[src/sv/sclc_pkg.sv]
// ----------------------------------------------------------------------------
// Stepper closed-loop commutation package
// Shared types and constants: widths, result actions, register indexes and step directions.
// ----------------------------------------------------------------------------
package sclc_pkg;

  localparam int unsigned PosW   = 32;
  localparam int unsigned StepW  = 16;
  localparam int unsigned CommW  = 20;
  localparam int unsigned AddrW  = 4;
  localparam int unsigned DataW  = 32;

  typedef enum logic [1:0] {
    ACT_TARGET   = 2'd0,
    ACT_PROGRESS = 2'd1,
    ACT_STEP     = 2'd2,
    ACT_RESYNC   = 2'd3
  } action_e;

  localparam logic [1:0] REG_STEP_SIZE = 2'd0;
  localparam logic [1:0] REG_COMM      = 2'd1;
  localparam logic [1:0] REG_REF_POS   = 2'd2;
  localparam logic [1:0] REG_REF_CNT   = 2'd3;

  localparam logic [1:0] DIR_NONE = 2'b00;
  localparam logic [1:0] DIR_POS  = 2'b01;
  localparam logic [1:0] DIR_NEG  = 2'b11;

endpackage

[src/sv/stepper_closed_loop_commutation.sv]
// ----------------------------------------------------------------------------
// Stepper closed-loop commutation
// Decides the commutation action for each encoder beat, using one shared
// radix-2 signed divider for pole rounding and step count correction.
// ----------------------------------------------------------------------------
// Passes through the shared divider: one on the first beat after reset, one
// for a step, two for a resync; a resync on the first beat takes three.
// A new beat is taken only in the idle state, after the previous one has been
// placed in the output register; that register lets the next beat enter while
// a result waits.
// Reset: control and configuration registers take their reset values, the pole
// is marked unknown and the output register is empty.
module stepper_closed_loop_commutation (
  input  logic                          clk_i,
  input  logic                          rst_ni,
  input  logic                          in_valid_i,
  output logic                          in_ready_o,
  input  logic signed [31:0]            encoder_position_i,
  input  logic signed [31:0]            set_point_i,
  output logic                          out_valid_o,
  input  logic                          out_ready_i,
  output sclc_pkg::action_e             action_o,
  output logic signed [1:0]             step_dir_o,
  output logic signed [31:0]            pole_position_o,
  output logic                          resync_valid_o,
  output logic signed [31:0]            corrected_step_count_o,
  input  logic                          psel,
  input  logic                          penable,
  input  logic                          pwrite,
  input  logic [sclc_pkg::AddrW-1:0]    paddr,
  input  logic [sclc_pkg::DataW-1:0]    pwdata,
  output logic [sclc_pkg::DataW-1:0]    prdata,
  output logic                          pready
);
  import sclc_pkg::*;

  typedef enum logic [2:0] {
    S_IDLE, S_DIV, S_INIT, S_EVAL1, S_EVAL2, S_POLE, S_CORR, S_DONE
  } state_e;

  typedef enum logic [1:0] {
    PH_INIT, PH_POLE, PH_CORR
  } phase_e;

  state_e             state_q, state_d;
  phase_e             phase_q, phase_d;

  logic [StepW-1:0]   step_q, step_d;
  logic [CommW-1:0]   comm_q, comm_d;
  logic [31:0]        ref_pos_q, ref_pos_d;
  logic [31:0]        ref_cnt_q, ref_cnt_d;

  logic [31:0]        pole_q, pole_d;
  logic               pole_known_q, pole_known_d;

  logic [31:0]        pos_q, pos_d;
  logic [31:0]        set_q, set_d;
  logic               dir_pos_q, dir_pos_d;
  action_e            act_q, act_d;
  logic [31:0]        corr_q, corr_d;

  logic [31:0]        mm_q, mm_d;
  logic [32:0]        adiff_q, adiff_d;
  logic [31:0]        lo_q, lo_d;
  logic [31:0]        hi_q, hi_d;

  logic [31:0]        dvd_q, dvd_d;
  logic [31:0]        x_q, x_d;
  logic [StepW-1:0]   rem_q, rem_d;
  logic               neg_q, neg_d;
  logic [4:0]         cnt_q, cnt_d;

  logic               out_valid_q, out_valid_d;
  action_e            out_act_q, out_act_d;
  logic [1:0]         out_dir_q, out_dir_d;
  logic [31:0]        out_pole_q, out_pole_d;
  logic               out_rv_q, out_rv_d;
  logic [31:0]        out_corr_q, out_corr_d;

  logic [StepW-1:0]   st_eff;
  logic [31:0]        st32;
  logic [31:0]        comm32;
  logic [31:0]        half32;
  logic [StepW:0]     rem_sh;
  logic               rem_ge;
  logic [31:0]        rem_s;
  logic [31:0]        quo_s;
  logic [31:0]        diff_w;
  logic [31:0]        mmx_w;
  logic [31:0]        cp_w;
  logic [31:0]        dvd_pole_w;
  logic [31:0]        dvd_corr_w;
  logic [31:0]        init_p_w;
  logic [31:0]        pole_new_w;
  logic [31:0]        steps_w;
  logic signed [33:0] min_w;
  logic signed [33:0] min_st_w;
  logic signed [33:0] mm34_w;
  logic signed [33:0] comm34_w;
  logic               c_target;
  logic               c_progress;
  logic               c_step;
  logic               cfg_we;
  logic               out_free;

  assign st_eff  = (step_q == '0) ? StepW'(1) : step_q;
  assign st32    = {16'b0, st_eff};
  assign comm32  = {12'b0, comm_q};
  assign half32  = {17'b0, st_eff[StepW-1:1]};

  assign rem_sh  = {rem_q, dvd_q[31]};
  assign rem_ge  = rem_sh >= {1'b0, st_eff};
  assign rem_s   = neg_q ? (32'd0 - {16'b0, rem_q}) : {16'b0, rem_q};
  assign quo_s   = neg_q ? (32'd0 - dvd_q) : dvd_q;

  assign diff_w  = set_q - pole_q;
  assign mmx_w   = pole_q - pos_q;
  assign cp_w    = pos_q - ref_pos_q;
  assign dvd_pole_w = dir_pos_q ? (pos_q + comm32 - st32) : (pos_q - comm32 + st32);
  assign dvd_corr_w = dir_pos_q ? (cp_w + comm32 - st32) : (cp_w - comm32 + st32);

  assign init_p_w = ($signed(rem_s) >= $signed(half32)) ? (pos_q - rem_s + st32)
                                                         : (pos_q - rem_s);
  assign pole_new_w = dir_pos_q ? (x_q - rem_s + st32)
                                : ((rem_q == '0) ? (x_q - st32) : (x_q - rem_s));
  assign steps_w = quo_s + {31'b0, (!dir_pos_q && (rem_q != '0))};

  assign comm34_w = $signed({14'b0, comm_q});
  assign min_w    = comm34_w - $signed({18'b0, st_eff});
  assign min_st_w = min_w - $signed({18'b0, st_eff});
  assign mm34_w   = $signed({{2{mm_q[31]}}, mm_q});

  assign c_target   = ($signed(lo_q) < $signed(pos_q)) && ($signed(hi_q) > $signed(pos_q))
                      && (adiff_q <= {1'b0, half32});
  assign c_progress = (min_w < mm34_w) && (comm34_w >= mm34_w);
  assign c_step     = (min_w >= mm34_w) && (min_st_w < mm34_w);

  assign cfg_we   = psel && penable && pwrite;
  assign out_free = !out_valid_q || out_ready_i;

  assign in_ready_o  = (state_q == S_IDLE);
  assign out_valid_o = out_valid_q;
  assign action_o    = out_act_q;
  assign step_dir_o  = out_dir_q;
  assign pole_position_o        = out_pole_q;
  assign resync_valid_o         = out_rv_q;
  assign corrected_step_count_o = out_corr_q;
  assign pready = 1'b1;

  always_comb begin
    case (paddr[3:2])
      REG_STEP_SIZE: prdata = {16'b0, step_q};
      REG_COMM:      prdata = {12'b0, comm_q};
      REG_REF_POS:   prdata = ref_pos_q;
      REG_REF_CNT:   prdata = ref_cnt_q;
      default:       prdata = '0;
    endcase
  end

  always_comb begin
    state_d      = state_q;
    phase_d      = phase_q;
    step_d       = step_q;
    comm_d       = comm_q;
    ref_pos_d    = ref_pos_q;
    ref_cnt_d    = ref_cnt_q;
    pole_d       = pole_q;
    pole_known_d = pole_known_q;
    pos_d        = pos_q;
    set_d        = set_q;
    dir_pos_d    = dir_pos_q;
    act_d        = act_q;
    corr_d       = corr_q;
    mm_d         = mm_q;
    adiff_d      = adiff_q;
    lo_d         = lo_q;
    hi_d         = hi_q;
    dvd_d        = dvd_q;
    x_d          = x_q;
    rem_d        = rem_q;
    neg_d        = neg_q;
    cnt_d        = cnt_q;
    out_valid_d  = out_valid_q;
    out_act_d    = out_act_q;
    out_dir_d    = out_dir_q;
    out_pole_d   = out_pole_q;
    out_rv_d     = out_rv_q;
    out_corr_d   = out_corr_q;

    if (out_valid_q && out_ready_i) begin
      out_valid_d = 1'b0;
    end

    if (cfg_we) begin
      case (paddr[3:2])
        REG_STEP_SIZE: step_d    = pwdata[StepW-1:0];
        REG_COMM:      comm_d    = pwdata[CommW-1:0];
        REG_REF_POS:   ref_pos_d = pwdata;
        REG_REF_CNT:   ref_cnt_d = pwdata;
        default: ;
      endcase
    end

    case (state_q)
      S_IDLE: begin
        if (in_valid_i) begin
          pos_d     = encoder_position_i;
          set_d     = set_point_i;
          dir_pos_d = encoder_position_i <= set_point_i;
          if (pole_known_q) begin
            state_d = S_EVAL1;
          end else begin
            x_d     = encoder_position_i;
            neg_d   = encoder_position_i[31];
            dvd_d   = encoder_position_i[31] ? (32'd0 - encoder_position_i)
                                             : encoder_position_i;
            rem_d   = '0;
            cnt_d   = '0;
            phase_d = PH_INIT;
            state_d = S_DIV;
          end
        end
      end
      S_DIV: begin
        rem_d = rem_ge ? StepW'(rem_sh - {1'b0, st_eff}) : rem_sh[StepW-1:0];
        dvd_d = {dvd_q[30:0], rem_ge};
        cnt_d = cnt_q + 5'd1;
        if (cnt_q == 5'd31) begin
          case (phase_q)
            PH_INIT: state_d = S_INIT;
            PH_POLE: state_d = S_POLE;
            PH_CORR: state_d = S_CORR;
            default: state_d = S_INIT;
          endcase
        end
      end
      S_INIT: begin
        pole_d       = init_p_w;
        pole_known_d = 1'b1;
        state_d      = S_EVAL1;
      end
      S_EVAL1: begin
        mm_d    = dir_pos_q ? mmx_w : (32'd0 - mmx_w);
        adiff_d = diff_w[31] ? (33'd0 - {1'b1, diff_w}) : {1'b0, diff_w};
        lo_d    = pole_q - st32;
        hi_d    = pole_q + st32;
        state_d = S_EVAL2;
      end
      S_EVAL2: begin
        corr_d = '0;
        if (c_target) begin
          act_d   = ACT_TARGET;
          state_d = S_DONE;
        end else if (c_progress) begin
          act_d   = ACT_PROGRESS;
          state_d = S_DONE;
        end else begin
          act_d   = c_step ? ACT_STEP : ACT_RESYNC;
          x_d     = dvd_pole_w;
          neg_d   = dvd_pole_w[31];
          dvd_d   = dvd_pole_w[31] ? (32'd0 - dvd_pole_w) : dvd_pole_w;
          rem_d   = '0;
          cnt_d   = '0;
          phase_d = PH_POLE;
          state_d = S_DIV;
        end
      end
      S_POLE: begin
        pole_d = pole_new_w;
        if (act_q == ACT_RESYNC) begin
          x_d     = dvd_corr_w;
          neg_d   = dvd_corr_w[31];
          dvd_d   = dvd_corr_w[31] ? (32'd0 - dvd_corr_w) : dvd_corr_w;
          rem_d   = '0;
          cnt_d   = '0;
          phase_d = PH_CORR;
          state_d = S_DIV;
        end else begin
          state_d = S_DONE;
        end
      end
      S_CORR: begin
        corr_d  = ref_cnt_q + steps_w;
        state_d = S_DONE;
      end
      S_DONE: begin
        if (out_free) begin
          out_valid_d = 1'b1;
          out_act_d   = act_q;
          out_pole_d  = pole_q;
          out_rv_d    = (act_q == ACT_RESYNC);
          if (act_q == ACT_STEP || act_q == ACT_RESYNC) begin
            out_dir_d = dir_pos_q ? DIR_POS : DIR_NEG;
          end else begin
            out_dir_d = DIR_NONE;
          end
          out_corr_d = corr_q;
          state_d    = S_IDLE;
        end
      end
      default: state_d = S_IDLE;
    endcase
  end

  always_ff @(posedge clk_i or negedge rst_ni) begin
    if (!rst_ni) begin
      state_q      <= S_IDLE;
      phase_q      <= PH_INIT;
      step_q       <= StepW'(1);
      comm_q       <= '0;
      ref_pos_q    <= '0;
      ref_cnt_q    <= '0;
      pole_q       <= '0;
      pole_known_q <= 1'b0;
      cnt_q        <= '0;
      out_valid_q  <= 1'b0;
    end else begin
      state_q      <= state_d;
      phase_q      <= phase_d;
      step_q       <= step_d;
      comm_q       <= comm_d;
      ref_pos_q    <= ref_pos_d;
      ref_cnt_q    <= ref_cnt_d;
      pole_q       <= pole_d;
      pole_known_q <= pole_known_d;
      cnt_q        <= cnt_d;
      out_valid_q  <= out_valid_d;
    end
  end

  always_ff @(posedge clk_i) begin
    pos_q      <= pos_d;
    set_q      <= set_d;
    dir_pos_q  <= dir_pos_d;
    act_q      <= act_d;
    corr_q     <= corr_d;
    mm_q       <= mm_d;
    adiff_q    <= adiff_d;
    lo_q       <= lo_d;
    hi_q       <= hi_d;
    dvd_q      <= dvd_d;
    x_q        <= x_d;
    rem_q      <= rem_d;
    neg_q      <= neg_d;
    out_act_q  <= out_act_d;
    out_dir_q  <= out_dir_d;
    out_pole_q <= out_pole_d;
    out_rv_q   <= out_rv_d;
    out_corr_q <= out_corr_d;
  end

  a_rem_below_step: assert property (@(posedge clk_i) disable iff (!rst_ni)
    (state_q == S_DIV) |-> (rem_q < st_eff))
    else $error("Divider remainder reached the step size.");

  a_pole_known_in_eval: assert property (@(posedge clk_i) disable iff (!rst_ni)
    (state_q == S_EVAL1) |-> pole_known_q)
    else $error("Evaluation started without a known pole.");

  a_resync_flag: assert property (@(posedge clk_i) disable iff (!rst_ni)
    out_valid_q |-> (out_rv_q == (out_act_q == ACT_RESYNC)))
    else $error("Resync flag disagrees with the action.");

  a_dir_on_step: assert property (@(posedge clk_i) disable iff (!rst_ni)
    out_valid_q |-> ((out_dir_q == DIR_NONE) ==
                     (out_act_q == ACT_TARGET || out_act_q == ACT_PROGRESS)))
    else $error("Step direction disagrees with the action.");

endmodule
[config.mk]
export PLATFORM = sky130hd
export DESIGN_NAME = stepper_closed_loop_commutation
export DESIGN_NICKNAME = d
export VERILOG_FILES = /design/src/sv/sclc_pkg.sv /design/src/sv/stepper_closed_loop_commutation.sv
export SDC_FILE = /design/constraint.sdc
export NUM_CORES = 2
export LEC_CHECK = 0
export ABC_AREA = 0
export BUFFER_PORTS_ARGS = -buffer_cell sky130_fd_sc_hd__buf_2
export CAP_MARGIN = 20
export CORE_MARGIN = 4
export CORE_UTILIZATION = 39
export DETAILED_ROUTE_END_ITERATION = 7
export SLEW_MARGIN = 20
export SYNTH_ARGS = -nofsm -noshare
export SYNTH_HDL_FRONTEND = slang
export SYNTH_SLANG_ARGS = --single-unit
export TNS_END_PERCENT = 20
[constraint.sdc]
create_clock -name clk_i -period 13.35 [get_ports clk_i]
set_clock_uncertainty 0.2 [all_clocks]
set_input_delay 0.6675 -clock clk_i [delete_from_list [all_inputs] [get_ports clk_i]]
set_output_delay 0.6675 -clock clk_i [all_outputs]
set_load 0.01 [all_outputs]
==> impl_metrics.env <==
export IMPL_path_buf_inv=4
export IMPL_io_buffers=207
export IMPL_synth_fp_nets=7175
export IMPL_grt_pass1_wl_um=305000
export IMPL_dieArea_mm2=0.149
export IMPL_ys_top_cells_by_area="edfxtp_1 20%, ha_1 15%, dfrtp_1 6.4%"
export IMPL_cp_end_kind="flop"
export IMPL_ys_warn_count=0
export IMPL_clk_latency_ns=0.70
export IMPL_cap_viol_max_count=0
export IMPL_critical_path_class="flop to flop"
export IMPL_fmax_mhz=113
export IMPL_syn_area_mm2=0.0556
export IMPL_hpwl_um=168000
export IMPL_place_area_mm2=0.0589
export IMPL_worst_r2r_endpoint="rem_q[13]"
export IMPL_synth_edff_count=376
export IMPL_timing_rr_start="step_q[15]"
export IMPL_routabilityCongestion=0.955
export IMPL_reg2regPathDepth=28
export IMPL_setup_ws_ns=4.53
export IMPL_tightest_slew_ns=1.17
export IMPL_cts_buffers=71
export IMPL_cp_num_cells=28
export IMPL_crit_family="compound AO/OA/AOI/OAI gates"
export IMPL_rows=138
export IMPL_avgViaCountPerCell=5.93
export IMPL_regArea_mm2=0.0149
export IMPL_synth_area_per_cell_um2=8.80
export IMPL_hold_path_class="primary input to flop"
export IMPL_wl_per_cell_um=24.5
export IMPL_period_share_pct=66.0
export IMPL_fillers=14054
export IMPL_grt_use_total_pct=27.2
export IMPL_cts_max_level=3
export IMPL_crit_slowest_cell="nor4_1"
export IMPL_globalRoute_totalOverflow=0
export IMPL_die_h_um=386
export IMPL_dp_cells=8284
export IMPL_grt_pass1_vias=46656
export IMPL_cts_tree="built"
export IMPL_grt_antenna_before_repair=23
export IMPL_post_cts_setup_buffers=0
export IMPL_start_util_pct=39.3
export IMPL_synth_seq_cells=520
export IMPL_cts_root_buf="clkbuf_16"
export IMPL_cts_num_sinks=520
export IMPL_tns_ns=0
export IMPL_slew_headroom_pct=22.0
export IMPL_path_max_fanout=48
export IMPL_first_pass_iters=6
export IMPL_fin_area_mm2=0.0616
export IMPL_crit_path_frequent_cell="buf_4"
export IMPL_syn_inst=6316
export IMPL_status="complete, no violations"
export IMPL_rrSetupSlack_ns=4.53
export IMPL_synth_top_cell_by_area="edfxtp_1"
export IMPL_rsz0062_at_grt="no"
export IMPL_arrival_ns=8.91
export IMPL_hold_viol=0
export IMPL_clk_pin_slew_ns=0.06
export IMPL_ys_seq_area_share_pct=26.8
export IMPL_slowest_delay_ns=0.78
export IMPL_critPathLaunch="step_q[15]"
export IMPL_grt_start_max_net_pins=71
export IMPL_nNetsFinal=7364
export IMPL_synth_top_flop_cell="edfxtp_1"
export IMPL_dp_slack_ns=4.71
export IMPL_synthArstFlopShare_pct=27.7
export IMPL_wirelength_um=208000
export IMPL_die_x_um=386
export IMPL_required_ns=13.44
export IMPL_finalMaxSlewViolations=0
export IMPL_startpoint_type="flop"
export IMPL_clk_path_buf_depth=3
export IMPL_vias=50220
export IMPL_final_min_clock_period_ns=8.82
export IMPL_drtIter0Drc=5162
export IMPL_crit_end="rem_q[13]"
export IMPL_syn_to_final_growth_pct=10.9
export IMPL_multi_input_area_mm2=0.0382
export IMPL_setup_violations=0
export IMPL_drc_errors=0
export IMPL_yosysTopAreaCellShare_pct=20.3
export IMPL_ant_nets=0
export IMPL_core_area_mm2=0.142
export IMPL_ys_types=105
export IMPL_ioPinCount=211
export IMPL_drive_gt1_share_pct=8.82
export IMPL_instances_no_fill=8469
worst reg2reg max path, delay by kind of cell, from the launching register on:
| family | cells | cell delay [ns] |
|---|---|---|
| buffers and inverters | 4 | 1.52 |
| flip-flops | 1 | 0.66 |
| AND/OR/NAND/NOR | 9 | 2.11 |
| AO/OA/AOI/OAI | 12 | 3.03 |
| adder cells (fa/ha/maj) | 3 | 0.80 |
metrics by stage:
step	hold slack (ns)	utilization, %
detailed placement	0.206	41.6
CTS	0.00261	43.5
global route	0.0360	43.5
finish	0.0448	43.5
global placement	0.201	41.6
floorplan	0.172	-
synthesized netlist by cell type, types with 75 or more instances:
cell	instances
nand3_1	146
o21ai_0	420
a211oi_1	86
a31oi_1	81
a21o_1	209
dfrtp_1	143
clkbuf_1	184
ha_1	672
o211ai_1	77
xor2_1	173
inv_1	471
nor2_1	420
edfxtp_1	376
xnor2_1	370
nand4_1	93
fa_1	80
a21oi_1	426
nor2b_1	96
mux2_2	75
nor3_1	141
o21a_1	95
nand2_1	416
cell families (layout without fill, tap and decap cells):
| kind of cell | Yosys count | count (layout) | share of synthesized area (%) |
|---|---|---|---|
| adders and majority gates | 752 | 752 | 18.0 |
| muxes | 152 | 152 | 3.27 |
| AOI/OAI and AO/OA | 1877 | 1877 | 22.4 |
| DFF | 520 | 520 | 26.8 |
| buffers and inverters | 686 | 934 | 4.65 |
| other | 2 | 17 | 0.0135 |
| xor gates and xnor gates | 547 | 547 | 8.72 |
| and+or+nand+nor | 1780 | 1780 | 16.2 |
cell type report:
type,instances,share of cell area [%]
timing repair buffer,327,3.36
clock buffer,94,3.11
clock inverter,38,0.603
sequential,520,24.2
antenna,15,0.0609
inverter,475,2.89
tap,1890,3.84
multi-input combinational,5110,62.0
state kept, by name, summed over array words and instances (netlist names), 32 cells and up:
signal	flops
pos_q	32
ref_cnt_q	32
ref_pos_q	32
adiff_q	33
set_q	32
pole_position_o	32
mm_q	32
corrected_step_count_o	32
dvd_q	32
pole_q	32
lo_q	32
corr_q	32
x_q	32
metal layers:
layer,vias up,global-route usage [%],wire length (um)
met5,-,0,76
met4,12,10.4,8270
met3,308,3.65,14100
met2,1845,43.3,93300
met1,24197,37.5,92000
li1,23858,-,-
layout by cell type, fill, tap and decap left out, drive strengths merged, types with 29 or more instances in the layout:
master / netlist / layout
a2111oi: 29 / 29
a211o: 31 / 31
a211oi: 88 / 88
a21boi: 33 / 33
a21o: 209 / 209
a21oi: 427 / 427
a31oi: 81 / 81
and2: 49 / 49
and3: 65 / 65
buf: 27 / 291
clkbuf: 184 / 94
clkinv: 4 / 30
dfrtp: 143 / 143
dlygate4sd3: 0 / 36
edfxtp: 376 / 376
fa: 80 / 80
ha: 672 / 672
inv: 471 / 476
mux2: 75 / 75
mux2i: 61 / 61
nand2: 417 / 417
nand2b: 63 / 63
nand3: 146 / 146
nand4: 95 / 95
nor2: 420 / 420
nor2b: 96 / 96
nor3: 142 / 142
nor4: 70 / 70
o211ai: 77 / 77
o21a: 96 / 96
o21ai: 425 / 425
o21bai: 41 / 41
o31ai: 55 / 55
or2: 31 / 31
or3: 61 / 61
or4: 34 / 34
xnor2: 370 / 370
xor2: 173 / 173
repair_timing:
action                    4_1_cts  5_1_grt
hold buffers                   36        0
hold endpoints to repair       66        0
gates resized for setup         0        0
worst min path at each step:
| stage | startpoint | to | slack [ns] | depth (start not counted) |
|---|---|---|---|---|
| 4_1_cts | pwdata[29] | ref_pos_q[29] | 0.003 | 2 |
| 3_5_place_dp | corr_q[21] | corrected_step_count_o[21] | 0.21 | 0 |
| 2_1_floorplan | rst_ni | cnt_q[0] | 0.17 | 0 |
| 6_report | pwdata[9] | comm_q[9] | 0.04 | 3 |
| 3_3_place_gp | corr_q[26] | corrected_step_count_o[26] | 0.20 | 0 |
| 5_1_grt | pwdata[9] | comm_q[9] | 0.04 | 3 |
Power is not shown: default switching activity piles up to over one toggle a cycle in this logic, so the estimate is an artifact.
